===== src/rtl/c32d_pkg.sv =====
`timescale 1ns / 1ps
`default_nettype none
// ----------------------------------------------------------------------------
// c32d_pkg: shared types and constants
// Widths, CRC-32C constants, engine state and the engine control/status
// structures used between the top level and the conversion/CRC engine.
// ----------------------------------------------------------------------------
package c32d_pkg;

   localparam int SUM_WIDTH      = 32;
   localparam int CRC_WIDTH      = 32;
   localparam int BYTE_WIDTH     = 8;
   localparam int DIGIT_WIDTH    = 4;
   localparam int NUM_DIGITS     = 10;
   localparam int BCD_WIDTH      = NUM_DIGITS * DIGIT_WIDTH;
   localparam int DCNT_WIDTH     = $clog2(NUM_DIGITS + 1);
   localparam int BIT_CNT_WIDTH  = $clog2(BYTE_WIDTH);
   localparam int CONV_CNT_WIDTH = $clog2(SUM_WIDTH);

   localparam logic [CRC_WIDTH-1:0]      CRC_POLY   = 32'h82F6_3B78;
   localparam logic [CRC_WIDTH-1:0]      CRC_INIT   = 32'hFFFF_FFFF;
   localparam logic [CRC_WIDTH-1:0]      CRC_XOROUT = 32'hFFFF_FFFF;
   localparam logic [DIGIT_WIDTH-1:0]    ASCII_ZERO_HI = 4'h3;
   localparam logic [DIGIT_WIDTH-1:0]    DIGIT_ADJ_MIN = 4'd5;
   localparam logic [DIGIT_WIDTH-1:0]    DIGIT_ADJ     = 4'd3;
   localparam logic [DCNT_WIDTH-1:0]     DIGITS_INIT   = DCNT_WIDTH'(NUM_DIGITS);
   localparam logic [DCNT_WIDTH-1:0]     DIGITS_ONE    = DCNT_WIDTH'(1);
   localparam logic [BIT_CNT_WIDTH-1:0]  BIT_LAST      = BIT_CNT_WIDTH'(BYTE_WIDTH - 1);
   localparam logic [CONV_CNT_WIDTH-1:0] CONV_LAST     = CONV_CNT_WIDTH'(SUM_WIDTH - 1);

   typedef enum logic [2:0] {
      ENG_IDLE,
      ENG_CONV,
      ENG_SKIP,
      ENG_CRC,
      ENG_HOLD
   } eng_state_type;

   typedef struct packed {
      logic start;
      logic take;
   } eng_ctrl_type;

   typedef struct packed {
      logic idle;
      logic done;
   } eng_stat_type;

endpackage
`default_nettype wire


===== src/rtl/c32d_engine.sv =====
`timescale 1ns / 1ps
`default_nettype none
// ----------------------------------------------------------------------------
// c32d_engine: decimal conversion and CRC-32C engine
// Converts a 32-bit sum to BCD by shift-and-add-3, drops leading zeros, then
// runs reflected CRC-32C one bit per cycle over the ASCII digits.
// ----------------------------------------------------------------------------
module c32d_engine
   import c32d_pkg::*;
(
   input  wire logic                 clock,
   input  wire logic                 reset,
   input  wire eng_ctrl_type         ctrl,
   input  wire logic [SUM_WIDTH-1:0] value,
   output eng_stat_type              stat,
   output logic [CRC_WIDTH-1:0]      crc
);

   eng_state_type              state_ff, state_in;
   logic [SUM_WIDTH-1:0]       bin_ff, bin_in;
   logic [BCD_WIDTH-1:0]       bcd_ff, bcd_in;
   logic [CONV_CNT_WIDTH-1:0]  step_ff, step_in;
   logic [DCNT_WIDTH-1:0]      digits_ff, digits_in;
   logic [BIT_CNT_WIDTH-1:0]   bit_ff, bit_in;
   logic [CRC_WIDTH-1:0]       crc_ff, crc_in;

   logic [BCD_WIDTH-1:0]       bcd_adj;
   logic [BYTE_WIDTH-1:0]      char_w;
   logic [DIGIT_WIDTH-1:0]     top_digit;
   logic                       feedback;
   logic [CRC_WIDTH-1:0]       crc_step;

   always_comb begin
      for (int i = 0; i < NUM_DIGITS; i++) begin
         if (bcd_ff[i*DIGIT_WIDTH +: DIGIT_WIDTH] >= DIGIT_ADJ_MIN) begin
            bcd_adj[i*DIGIT_WIDTH +: DIGIT_WIDTH] =
               bcd_ff[i*DIGIT_WIDTH +: DIGIT_WIDTH] + DIGIT_ADJ;
         end else begin
            bcd_adj[i*DIGIT_WIDTH +: DIGIT_WIDTH] = bcd_ff[i*DIGIT_WIDTH +: DIGIT_WIDTH];
         end
      end
   end

   assign top_digit = bcd_ff[BCD_WIDTH-1 -: DIGIT_WIDTH];
   assign char_w    = {ASCII_ZERO_HI, top_digit};
   assign feedback  = crc_ff[0] ^ char_w[bit_ff];
   assign crc_step  = {1'b0, crc_ff[CRC_WIDTH-1:1]} ^ (feedback ? CRC_POLY : '0);

   always_ff @(posedge clock) begin
      if (reset) begin
         state_ff <= ENG_IDLE;
      end else begin
         state_ff <= state_in;
      end
      bin_ff    <= bin_in;
      bcd_ff    <= bcd_in;
      step_ff   <= step_in;
      digits_ff <= digits_in;
      bit_ff    <= bit_in;
      crc_ff    <= crc_in;
   end

   always_comb begin
      state_in  = state_ff;
      bin_in    = bin_ff;
      bcd_in    = bcd_ff;
      step_in   = step_ff;
      digits_in = digits_ff;
      bit_in    = bit_ff;
      crc_in    = crc_ff;
      case (state_ff)
         ENG_IDLE: begin
            if (ctrl.start) begin
               bin_in   = value;
               bcd_in   = '0;
               step_in  = CONV_LAST;
               state_in = ENG_CONV;
            end
         end
         ENG_CONV: begin
            bcd_in  = {bcd_adj[BCD_WIDTH-2:0], bin_ff[SUM_WIDTH-1]};
            bin_in  = {bin_ff[SUM_WIDTH-2:0], 1'b0};
            step_in = step_ff - 1'b1;
            if (step_ff == '0) begin
               digits_in = DIGITS_INIT;
               state_in  = ENG_SKIP;
            end
         end
         ENG_SKIP: begin
            // strip leading zeros, always keeping the last digit
            if (top_digit == '0 && digits_ff > DIGITS_ONE) begin
               bcd_in    = {bcd_ff[BCD_WIDTH-DIGIT_WIDTH-1:0], {DIGIT_WIDTH{1'b0}}};
               digits_in = digits_ff - 1'b1;
            end else begin
               crc_in   = CRC_INIT;
               bit_in   = '0;
               state_in = ENG_CRC;
            end
         end
         ENG_CRC: begin
            crc_in = crc_step;
            bit_in = bit_ff + 1'b1;
            if (bit_ff == BIT_LAST) begin
               bcd_in    = {bcd_ff[BCD_WIDTH-DIGIT_WIDTH-1:0], {DIGIT_WIDTH{1'b0}}};
               digits_in = digits_ff - 1'b1;
               if (digits_ff == DIGITS_ONE) begin
                  crc_in   = crc_step ^ CRC_XOROUT;
                  state_in = ENG_HOLD;
               end
            end
         end
         ENG_HOLD: begin
            if (ctrl.take) begin
               state_in = ENG_IDLE;
            end
         end
         default: begin
            state_in = ENG_IDLE;
         end
      endcase
   end

   assign stat.idle = (state_ff == ENG_IDLE);
   assign stat.done = (state_ff == ENG_HOLD);
   assign crc       = crc_ff;

endmodule
`default_nettype wire


===== src/rtl/crc32c_of_decimal_byte_sum.sv =====
`timescale 1ns / 1ps
`default_nettype none
// ----------------------------------------------------------------------------
// crc32c_of_decimal_byte_sum: CRC-32C of the decimal text of a byte sum
// Sums the bytes of a block; on the end request emits the CRC-32C of the
// sum's decimal ASCII text together with the sum, then clears the sum.
// ----------------------------------------------------------------------------
// Channel  Dir  Ports                   Contents
// req      in   tvalid/tready/tdata     tdata[7:0] data_byte
//                tuser/tlast            tuser byte_valid, tlast end_of_block
// rsp      out  tvalid/tready/tdata     tdata[31:0] checksum, [63:32] byte_total
//
// Requests are taken one per cycle while the engine is idle. A tlast request
// makes the engine busy (D = decimal digits, 1..10): binary-to-BCD conversion,
// zero stripping, bit-serial CRC over the D digits and a hand-over state;
// tready is low meanwhile. The result register lets new requests in while a
// result waits on rsp_tready; a further end request holds the engine until it
// is free. Reset clears the sum and valids.
// ----------------------------------------------------------------------------
module crc32c_of_decimal_byte_sum
   import c32d_pkg::*;
(
   input  wire logic                             clock,
   input  wire logic                             reset,
   input  wire logic                             req_tvalid,
   output logic                                  req_tready,
   input  wire logic [BYTE_WIDTH-1:0]            req_tdata,  // [7:0] data_byte
   input  wire logic                             req_tuser,  // [0] byte_valid
   input  wire logic                             req_tlast,  // end_of_block
   output logic                                  rsp_tvalid,
   input  wire logic                             rsp_tready,
   output logic [CRC_WIDTH+SUM_WIDTH-1:0]        rsp_tdata   // [31:0] checksum,
                                                             // [63:32] byte_total
);

   logic [SUM_WIDTH-1:0]            sum_ff, sum_in;
   logic [SUM_WIDTH-1:0]            total_ff, total_in;
   logic                            rsp_valid_ff, rsp_valid_in;
   logic [CRC_WIDTH+SUM_WIDTH-1:0]  rsp_data_ff, rsp_data_in;

   logic                  accept;
   logic [SUM_WIDTH-1:0]  sum_add;
   eng_ctrl_type          eng_ctrl;
   eng_stat_type          eng_stat;
   logic [CRC_WIDTH-1:0]  eng_crc;

   c32d_engine u_engine (
      .clock (clock),
      .reset (reset),
      .ctrl  (eng_ctrl),
      .value (sum_add),
      .stat  (eng_stat),
      .crc   (eng_crc)
   );

   assign req_tready = eng_stat.idle;
   assign accept     = req_tvalid && req_tready;
   assign sum_add    = sum_ff + (req_tuser ? SUM_WIDTH'(req_tdata) : '0);

   assign eng_ctrl.start = accept && req_tlast;
   assign eng_ctrl.take  = eng_stat.done && (!rsp_valid_ff || rsp_tready);

   always_comb begin
      sum_in       = sum_ff;
      total_in     = total_ff;
      rsp_valid_in = rsp_valid_ff;
      rsp_data_in  = rsp_data_ff;
      if (accept) begin
         if (req_tlast) begin
            total_in = sum_add;
            sum_in   = '0;
         end else begin
            sum_in   = sum_add;
         end
      end
      if (rsp_valid_ff && rsp_tready) begin
         rsp_valid_in = 1'b0;
      end
      if (eng_ctrl.take) begin
         rsp_valid_in = 1'b1;
         rsp_data_in  = {total_ff, eng_crc};
      end
   end

   always_ff @(posedge clock) begin
      if (reset) begin
         sum_ff       <= '0;
         rsp_valid_ff <= 1'b0;
      end else begin
         sum_ff       <= sum_in;
         rsp_valid_ff <= rsp_valid_in;
      end
      total_ff    <= total_in;
      rsp_data_ff <= rsp_data_in;
   end

   assign rsp_tvalid = rsp_valid_ff;
   assign rsp_tdata  = rsp_data_ff;

endmodule
`default_nettype wire


===== config.mk =====
export PLATFORM = sky130hd
export DESIGN_NAME = crc32c_of_decimal_byte_sum
export DESIGN_NICKNAME = d
export VERILOG_FILES = /design/src/rtl/c32d_pkg.sv /design/src/rtl/c32d_engine.sv /design/src/rtl/crc32c_of_decimal_byte_sum.sv
export SDC_FILE = /design/constraint.sdc
export NUM_CORES = 1
export LEC_CHECK = 0
export BUFFER_PORTS_ARGS = -buffer_cell sky130_fd_sc_hd__buf_2
export CAP_MARGIN = 5
export CORE_ASPECT_RATIO = 0.9
export CORE_MARGIN = 10
export CORE_UTILIZATION = 40
export DETAILED_ROUTE_END_ITERATION = 8
export PLACE_DENSITY = 0.53
export SYNTH_ARGS = -nofsm -noshare
export SYNTH_HDL_FRONTEND = slang
export SYNTH_HIERARCHICAL = 1
export SYNTH_SLANG_ARGS = --single-unit

===== constraint.sdc =====
create_clock -name clock -period 8.1 [get_ports clock]
set_input_delay 1.215 -clock clock [delete_from_list [all_inputs] [get_ports clock]]
set_output_delay 1.215 -clock clock [all_outputs]
set_load 0.05 [all_outputs]

==> results_dict.tcl, run 1 <==
set metrics [dict create \
    rows 60 \
    r2r_end "u_engine/bin_ff[1]" \
    post-cts-setup-buffer-count 0 \
    grt_pass1_wl_um 41900 \
    post_cts_resized 0 \
    area.sequential_um2 7090 \
    clock-sinks 248 \
    min_period_ps 3550 \
    finalSetupViolations 0 \
    start_kind "input port" \
    power.leakage_nw 5.11 \
    rr_worst_depth 9 \
    status "finished, final reports clean" \
    crit_type "input port to register" \
    synthArstFlopShare_pct 0 \
    synth_edf_count 212 \
    cp-startpoint "req_tlast" \
    hold_viol 0 \
    crit_path_end "u_engine/bin_ff[1]" \
    cts_buffers 28 \
    ys_seq_elements 248 \
    start_util_pct 40.6 \
    fillers 2813 \
    num_antenna_cells 0 \
    place_inst 1478 \
    antenna_left 0 \
    endpoint_kind "register" \
    ys_types 69 \
    htreeDepth 1 \
    rsz0062_at_grt "no" \
    max-vdd-ir-drop_v 0.000184 \
    critical_path.max_fanout 19 \
    skew_ps 18.3 \
    core-area_um2 29900 \
    grtUsageTotal_pct 13.4 \
    yosys-top-cells-area "edfxtp_1, dfxtp_1, nand2_1" \
    max_freq_ghz 0.282 \
    wl_per_cell_um 16.7 \
    syn_inst 1042 \
    postLayoutCoreUtil_pct 46.2 \
    finalPower_mw 2.96 \
    syn-num-nets 1092 \
    grt_max_degree 63 \
    gr-usage-met3_pct 2.20 \
    max-slew-margin-rel_pct 31.2 \
    avgSynthCellArea_um2 11.6 \
    final_cell_mix "edfxtp_1, nand2_1, buf_2" \
    post-place-ws_ps 3930 \
    holdPathStages 0 \
    gr-max-usage-layer "met2" \
    synth_area_um2 12100 \
    ys_seq_area_share_pct 58.5 \
    antenna_found_initial 0 \
    cap_violations 0 \
    die_w_um 203 \
    synth_top_flop_cell "edfxtp_1" \
    via_count 7892 \
    synth.top_cell.area_share_pct 52.5 \
    grt_pass1_vias 7860 \
    power.density_nw_per_um2 214 \
    setup_ws_ps 4550 \
    finalNonFillerCells 1529 \
    overflow 0 \
    ios 80 \
    num-nets-final 1155 \
    crit-reg2reg-launch "u_engine/state_ff[1]" \
    wl_um 25600 \
    hp-class "register to register" \
    multi_input_area_um2 4660 \
    final.setup.tns_ps 0 \
    synth_area_leader_cell "edfxtp_1" \
    globalplace.congestion 0.803 \
    finalCritPeriodShare_pct 43.8 \
    io_buffers 79 \
    worst_ep_required_time_ps 8320 \
    drc 0 \
    synth_warnings 6 \
    root_buffer "clkbuf_16" \
    worst_slew_pin_slew_ps 1030 \
    cts_buffer_depth 3 \
    use_met1_pct 17.8 \
    slew_viol_final 0 \
    grt.met2_usage_pct 22.3 \
    cts_tree "yes" \
    drt-initial-drc-count 436 \
    drive_gt1_share_pct 13.4 \
    viasPerCell 5.16 \
    clk_pin_slew_ps 60 \
    die_h_um 185 \
    cts_hold_buf 0 \
    rrSetupSlack_ps 4590 \
    area_growth_pct 14.0 \
    arrival_ps 3770 \
    first_pass_iters 5 \
    dp_hpwl_um 16700 \
    clock_latency_ps 540 \
    die_area_um2 37700 \
    layout_commonest_cell "edfxtp_1" \
]
-- worst max-delay path, cell delays in order --
cell	delay, ps
buf_2	210
inv_1	270
nor2_4	570
buf_4	370
nand2_1	80
nand2_1	640
buf_4	400
-- per-layer routing --
metal	vias up	wire, um
li1	3929	-
met2	143	12000
met4	0	484
met1	3783	12100
met5	-	0
met3	37	1050
-- cells in the mapped netlist, types with 6 or more instances --
cell      instances
edfxtp_1        212
xnor3_1          16
nand2_1         169
xor2_1           13
inv_1            33
or4_1             6
nand3b_1         11
ha_1             35
nor2b_1           6
a21oi_1          63
nand2b_1         15
and2_1           12
o21ai_0          32
and3_1           30
o21ai_1          17
nor3_1           22
nand3_1          23
a22o_1            9
a31oi_1           9
mux2i_1          14
clkbuf_1         27
dfxtp_1          36
nor2_1           41
xnor2_1          48
nor3b_1          15
o211ai_1         11
buf_2            22
o22ai_1          11
-- stage by stage --
stage          hold WS [ps]  cell area (um2)
3_5_place_dp            405            12900
6_report                418            13800
4_1_cts                 416            13800
3_3_place_gp            405            12900
2_1_floorplan           400            12100
5_1_grt                 426            13800
-- report_power, final --
group	switching (mW)	internal, mW
Combinational	0.127	0.0683
Clock	0.496	0.795
Sequential	0.0312	1.44
-- area by class of cell --
type,instances,area share [%]
flip-flops and latches,248,51.3
clock inverters,14,1.21
multi-input cells,701,33.7
clock buffers,37,5.62
well taps,403,3.65
inverters,34,0.924
repair buffers,92,3.57
-- logic make-up (layout without fill, tap and decap cells) --
group	count (synthesis)	in the layout	synth area share, %
compound gates	202	202	10.6
xor+xnor	77	77	7.38
buf+inv	93	177	3.46
simple gates	371	371	15.0
flops	248	248	58.5
mux	15	15	1.25
fa+ha+maj	36	36	3.78
-- state kept, by name, indices dropped and copies added (netlist names) --
name                cells
u_engine/bcd_ff        40
rsp_tdata              64
u_engine/bin_ff        32
u_engine/crc           32
u_engine/digits_ff      4
u_engine/step_ff        5
rsp_tvalid              1
total_ff               32
sum_ff                 32
u_engine/state_ff       3
u_engine/bit_ff         3
-- worst min-delay path by stage --
stage / end / slack (ps) / from
2_1_floorplan: rsp_tdata[32] / 400 / total_ff[0]
3_3_place_gp: rsp_tdata[47] / 400 / total_ff[15]
3_5_place_dp: rsp_tdata[62] / 400 / total_ff[30]
4_1_cts: rsp_tdata[36] / 420 / total_ff[4]
5_1_grt: rsp_tdata[36] / 430 / total_ff[4]
6_report: rsp_tdata[62] / 420 / total_ff[30]
Power figures use the tool's default switching activity.
==> run 2: changes to the inputs <==
==> constraint.sdc (replaced) <==
create_clock -name clock -period 3.6 [get_ports clock]
set_input_delay 0.54 -clock clock [delete_from_list [all_inputs] [get_ports clock]]
set_output_delay 0.54 -clock clock [all_outputs]
set_load 0.05 [all_outputs]
==> results_dict.tcl, run 2 (synthesized netlist as in run 1, its figures left out) <==
set metrics [dict create \
    grt_max_degree 58 \
    finalCritPeriodShare_pct 71.2 \
    largest_register_ffs 64 \
    whs_endpoint "rsp_tvalid" \
    htreeDepth 1 \
    max-slew-margin-rel_pct 31.9 \
    clockPowerShare_pct 42.9 \
    grtUsageTotal_pct 13.7 \
    via_count 7976 \
    rsz0062_at_grt "no" \
    slew_viol_final 0 \
    use_met1_pct 18.8 \
    power.leakage_nw 5.16 \
    wl_per_cell_um 17.1 \
    power.density_nw_per_um2 475 \
    final.setup.tns_ps 0 \
    start_kind "register" \
    overflow 0 \
    post-place-ws_ps 593 \
    r2r_end "u_engine/bcd_ff[2]" \
    gr-max-usage-layer "met2" \
    gr-usage-met3_pct 2.50 \
    critical_path.max_fanout 40 \
    die_area_um2 37700 \
    post-cts-setup-buffer-count 0 \
    min_period_ps 2560 \
    start_util_pct 40.6 \
    grt.met2_usage_pct 22.2 \
    rows 60 \
    viasPerCell 5.19 \
    first_pass_iters 5 \
    status "finished, final reports clean" \
    clock_latency_ps 540 \
    clock-sinks 248 \
    drt-initial-drc-count 572 \
    placed_cell_area_um2 13000 \
    max_freq_ghz 0.390 \
    die_w_um 203 \
    root_buffer "clkbuf_16" \
    final_cell_mix "edfxtp_1, nand2_1, buf_2" \
    clk_pin_slew_ps 60 \
    combPwrFrac_pct 7.0 \
    finalPower_mw 6.60 \
    hp-class "input port to register" \
    skew_ps 10.0 \
    min_from "rsp_tready" \
    whs_ps 392 \
    rr_worst_depth 6 \
    sw_frac_of_total_pct 23.0 \
    grt_pass1_wl_um 42400 \
    antenna_found_initial 0 \
    cts_buffers 28 \
    num-nets-final 1164 \
    post_cts_resized 0 \
    cts_hold_buf 0 \
    drc 0 \
    arrival_ps 2730 \
    wl_um 26300 \
    p_int_mw 5.08 \
    cts_buffer_depth 3 \
    num_antenna_cells 0 \
    finalSetupViolations 0 \
    crit_type "register to register" \
    antenna_left 0 \
    cap_violations 0 \
    io_buffers 79 \
    holdPathStages 4 \
    drive_gt1_share_pct 14.4 \
    max-vdd-ir-drop_v 0.000296 \
    dp_hpwl_um 17100 \
    area_growth_pct 14.6 \
    switching_power_mw 1.52 \
    die_h_um 185 \
    crit-reg2reg-launch "u_engine/state_ff[1]" \
    core-area_um2 29900 \
    rrSetupSlack_ps 1040 \
    worst_slew_pin_slew_ps 1020 \
    cts_tree "yes" \
    endpoint_kind "register" \
    power_frac_seq_pct 50.1 \
    globalplace.congestion 0.862 \
    final_area_um2 13900 \
    hold_viol 0 \
    grt_pass1_vias 7750 \
    layout_commonest_cell "edfxtp_1" \
    setup_ws_ps 1040 \
    ios 80 \
    worst_ep_required_time_ps 3770 \
]
[run 2: cell count changes in the layout (fill, tap and decap cells not counted), moves of 2 or more]
cell and delta:
clkinv_2 +3, buf_12 +2, clkbuf_8 -2, buf_4 +7
[run 2: critical path, stage by stage (launching register included)]
cell and delay, ps:
dfxtp_1 520, nor3_4 470, nand2_1 210, nor2_4 230
mux2i_2 120, a21oi_4 140, buf_4 470
[run 2: area by class of cell]
| class | count | area [um2] |
|---|---|---|
| fillers | 2822 | 16000 |
| clock inverters | 17 | 166 |
| clock buffers | 34 | 744 |
| multi-input cells | 701 | 4670 |
| well taps | 403 | 504 |
| flip-flops and latches | 248 | 7090 |
| inverters | 34 | 128 |
| repair buffers | 101 | 586 |
[run 2: per-layer routing]
layer,share of wire [%],up-vias
li1,-,3952
met1,48,3831
met2,46,160
met3,4.8,33
met4,1.5,0
met5,0,-
[run 2: metrics by stage]
step / instances / util, %
2_1_floorplan: 1042 / -
3_3_place_gp: 1487 / 43.4
3_5_place_dp: 1487 / 43.4
4_1_cts: 1538 / 46.5
5_1_grt: 1538 / 46.5
6_report: 1538 / 46.5
[run 2: power by group through the flow]
stage	logic, mW	registers (mW)	clock network [mW]
6_report	0.460	3.31	2.83
5_1_grt	0.517	3.32	3.03
4_1_cts	0.465	3.31	2.92
3_5_place_dp	0.464	3.37	0
3_3_place_gp	0.459	3.37	0
2_1_floorplan	0.341	3.34	0
[run 2: how the worst max path moves through the flow]
stage | startpoint | to | slack (ps) | depth (start not counted)
floorplan | u_engine/state_ff[1] | u_engine/bcd_ff[0] | 30 | 9
global placement | req_tuser | u_engine/bin_ff[16] | 600 | 11
detailed placement | req_tuser | u_engine/bin_ff[14] | 590 | 11
CTS | u_engine/state_ff[1] | u_engine/bcd_ff[27] | 1030 | 6
global route | u_engine/state_ff[1] | u_engine/bcd_ff[3] | 890 | 6
finish | u_engine/state_ff[1] | u_engine/bcd_ff[2] | 1040 | 6
==> run 3: changes to the inputs <==
==> constraint.sdc (replaced) <==
create_clock -name clock -period 2.55 [get_ports clock]
set_input_delay 0.3825 -clock clock [delete_from_list [all_inputs] [get_ports clock]]
set_output_delay 0.3825 -clock clock [all_outputs]
set_load 0.05 [all_outputs]
==> results_dict.tcl, run 3 (synthesized netlist as in run 1, its figures left out) <==
set metrics [dict create \
    power.density_nw_per_um2 637 \
    crit_type "register to register" \
    die_h_um 185 \
    finalNonFillerCells 1580 \
    holdPathStages 4 \
    first_pass_iters 6 \
    wl_per_cell_um 16.9 \
    cts_buffer_depth 3 \
    ios 80 \
    final.setup.tns_ps 0 \
    whs_ps 236 \
    skew_ps 5.68 \
    start_util_pct 40.6 \
    via_count 8187 \
    max-slew-margin-rel_pct 53.7 \
    slew_viol_final 0 \
    status "finished, final reports clean" \
    fillers 2852 \
    max-vdd-ir-drop_v 0.000398 \
    die_w_um 203 \
    drive_gt1_share_pct 17.2 \
    rr_worst_depth 9 \
    area.sequential_um2 7090 \
    rsz0062_at_grt "no" \
    min_period_ps 2330 \
    final_cell_mix "edfxtp_1, nand2_1, buf_2" \
    antenna_found_initial 0 \
    cts_hold_buf 0 \
    endpoint_kind "register" \
    num-nets-final 1206 \
    grt_pass1_vias 8194 \
    place_inst 1530 \
    power.leakage_nw 5.33 \
    area_growth_pct 17.2 \
    grt_max_degree 64 \
    multi_input_area_um2 4710 \
    clock_latency_ps 540 \
    worst_ep_required_time_ps 2840 \
    viasPerCell 5.18 \
    arrival_ps 2620 \
    grtUsageTotal_pct 14.0 \
    clk_pin_slew_ps 60 \
    cap_violations 0 \
    cts_tree "yes" \
    drc 0 \
    finalCritPeriodShare_pct 91.2 \
    hp-class "input port to register" \
    rows 60 \
    start_kind "register" \
    drt-initial-drc-count 484 \
    num_antenna_cells 0 \
    io_buffers 79 \
    hold_viol 0 \
    htreeDepth 1 \
    grt_pass1_wl_um 43700 \
    die_area_um2 37700 \
    dp_hpwl_um 17700 \
    globalplace.congestion 0.851 \
    largest_register_ffs 64 \
    root_buffer "clkbuf_16" \
    clock-sinks 248 \
    wl_um 26600 \
    finalSetupViolations 0 \
    critical_path.max_fanout 5 \
    overflow 0 \
    antenna_left 0 \
    max_freq_ghz 0.430 \
    core-area_um2 29900 \
    worst_slew_pin_slew_ps 694 \
    postLayoutCoreUtil_pct 47.5 \
    layout_commonest_cell "edfxtp_1" \
    cts_buffers 27 \
]
==> run 3: metal layers <==
layer / GRT usage (%) / share of wire (%)
met3: 2.55 / 5.2
met2: 23.1 / 46
met5: 0 / 0
met1: 18.8 / 46
met4: 3.31 / 2.1
==> run 3: worst paths after layout <==
kind / end / startpoint / slack, ps
setup / recovery: u_engine/bin_ff[10] / sum_ff[0] / 220
hold / removal: sum_ff[23] / reset / 240
setup reg to reg: u_engine/bin_ff[10] / sum_ff[0] / 220
hold reg to reg: rsp_tdata[49] / total_ff[17] / 410
==> run 3: final cells by class <==
type                            instances  area share, %
Multi-Input combinational cell        701           33.1
Sequential cell                       248           49.9
Tap cell                              403           3.55
Inverter                               34          0.899
Timing Repair Buffer                  144           6.66
Clock buffer                           34           4.94
Clock inverter                         16          0.916
==> run 3: where the power goes <==
| part | switching, mW | internal [mW] |
|---|---|---|
| Combinational | 0.426 | 0.255 |
| Sequential | 0.0963 | 4.57 |
| Clock | 1.55 | 2.14 |
==> run 3: critical path, cell delays in order, from the launching register on <==
cell and delay, ps:
dfxtp_1 320, ha_1 220, fa_1 400, a211oi_2 230
o21ai_2 190, buf_4 190, o211ai_1 270, xnor2_1 130
nand2_1 70, nand2_1 50
==> run 3: stage by stage <==
stage | instance area, um2 | power, mW | setup slack [ps]
2_1_floorplan | 12200 | 5.21 | -945
3_3_place_gp | 13400 | 5.43 | -203
3_5_place_dp | 13400 | 5.44 | -225
4_1_cts | 14200 | 9.19 | 96.8
5_1_grt | 14200 | 9.45 | 79.0
6_report | 14200 | 9.05 | 224
==> run 3: repair_timing <==
action | CTS | global route
resized for setup | 0 | 3
endpoints found under the setup margin | 0 | 5
setup buffers | 0 | 0
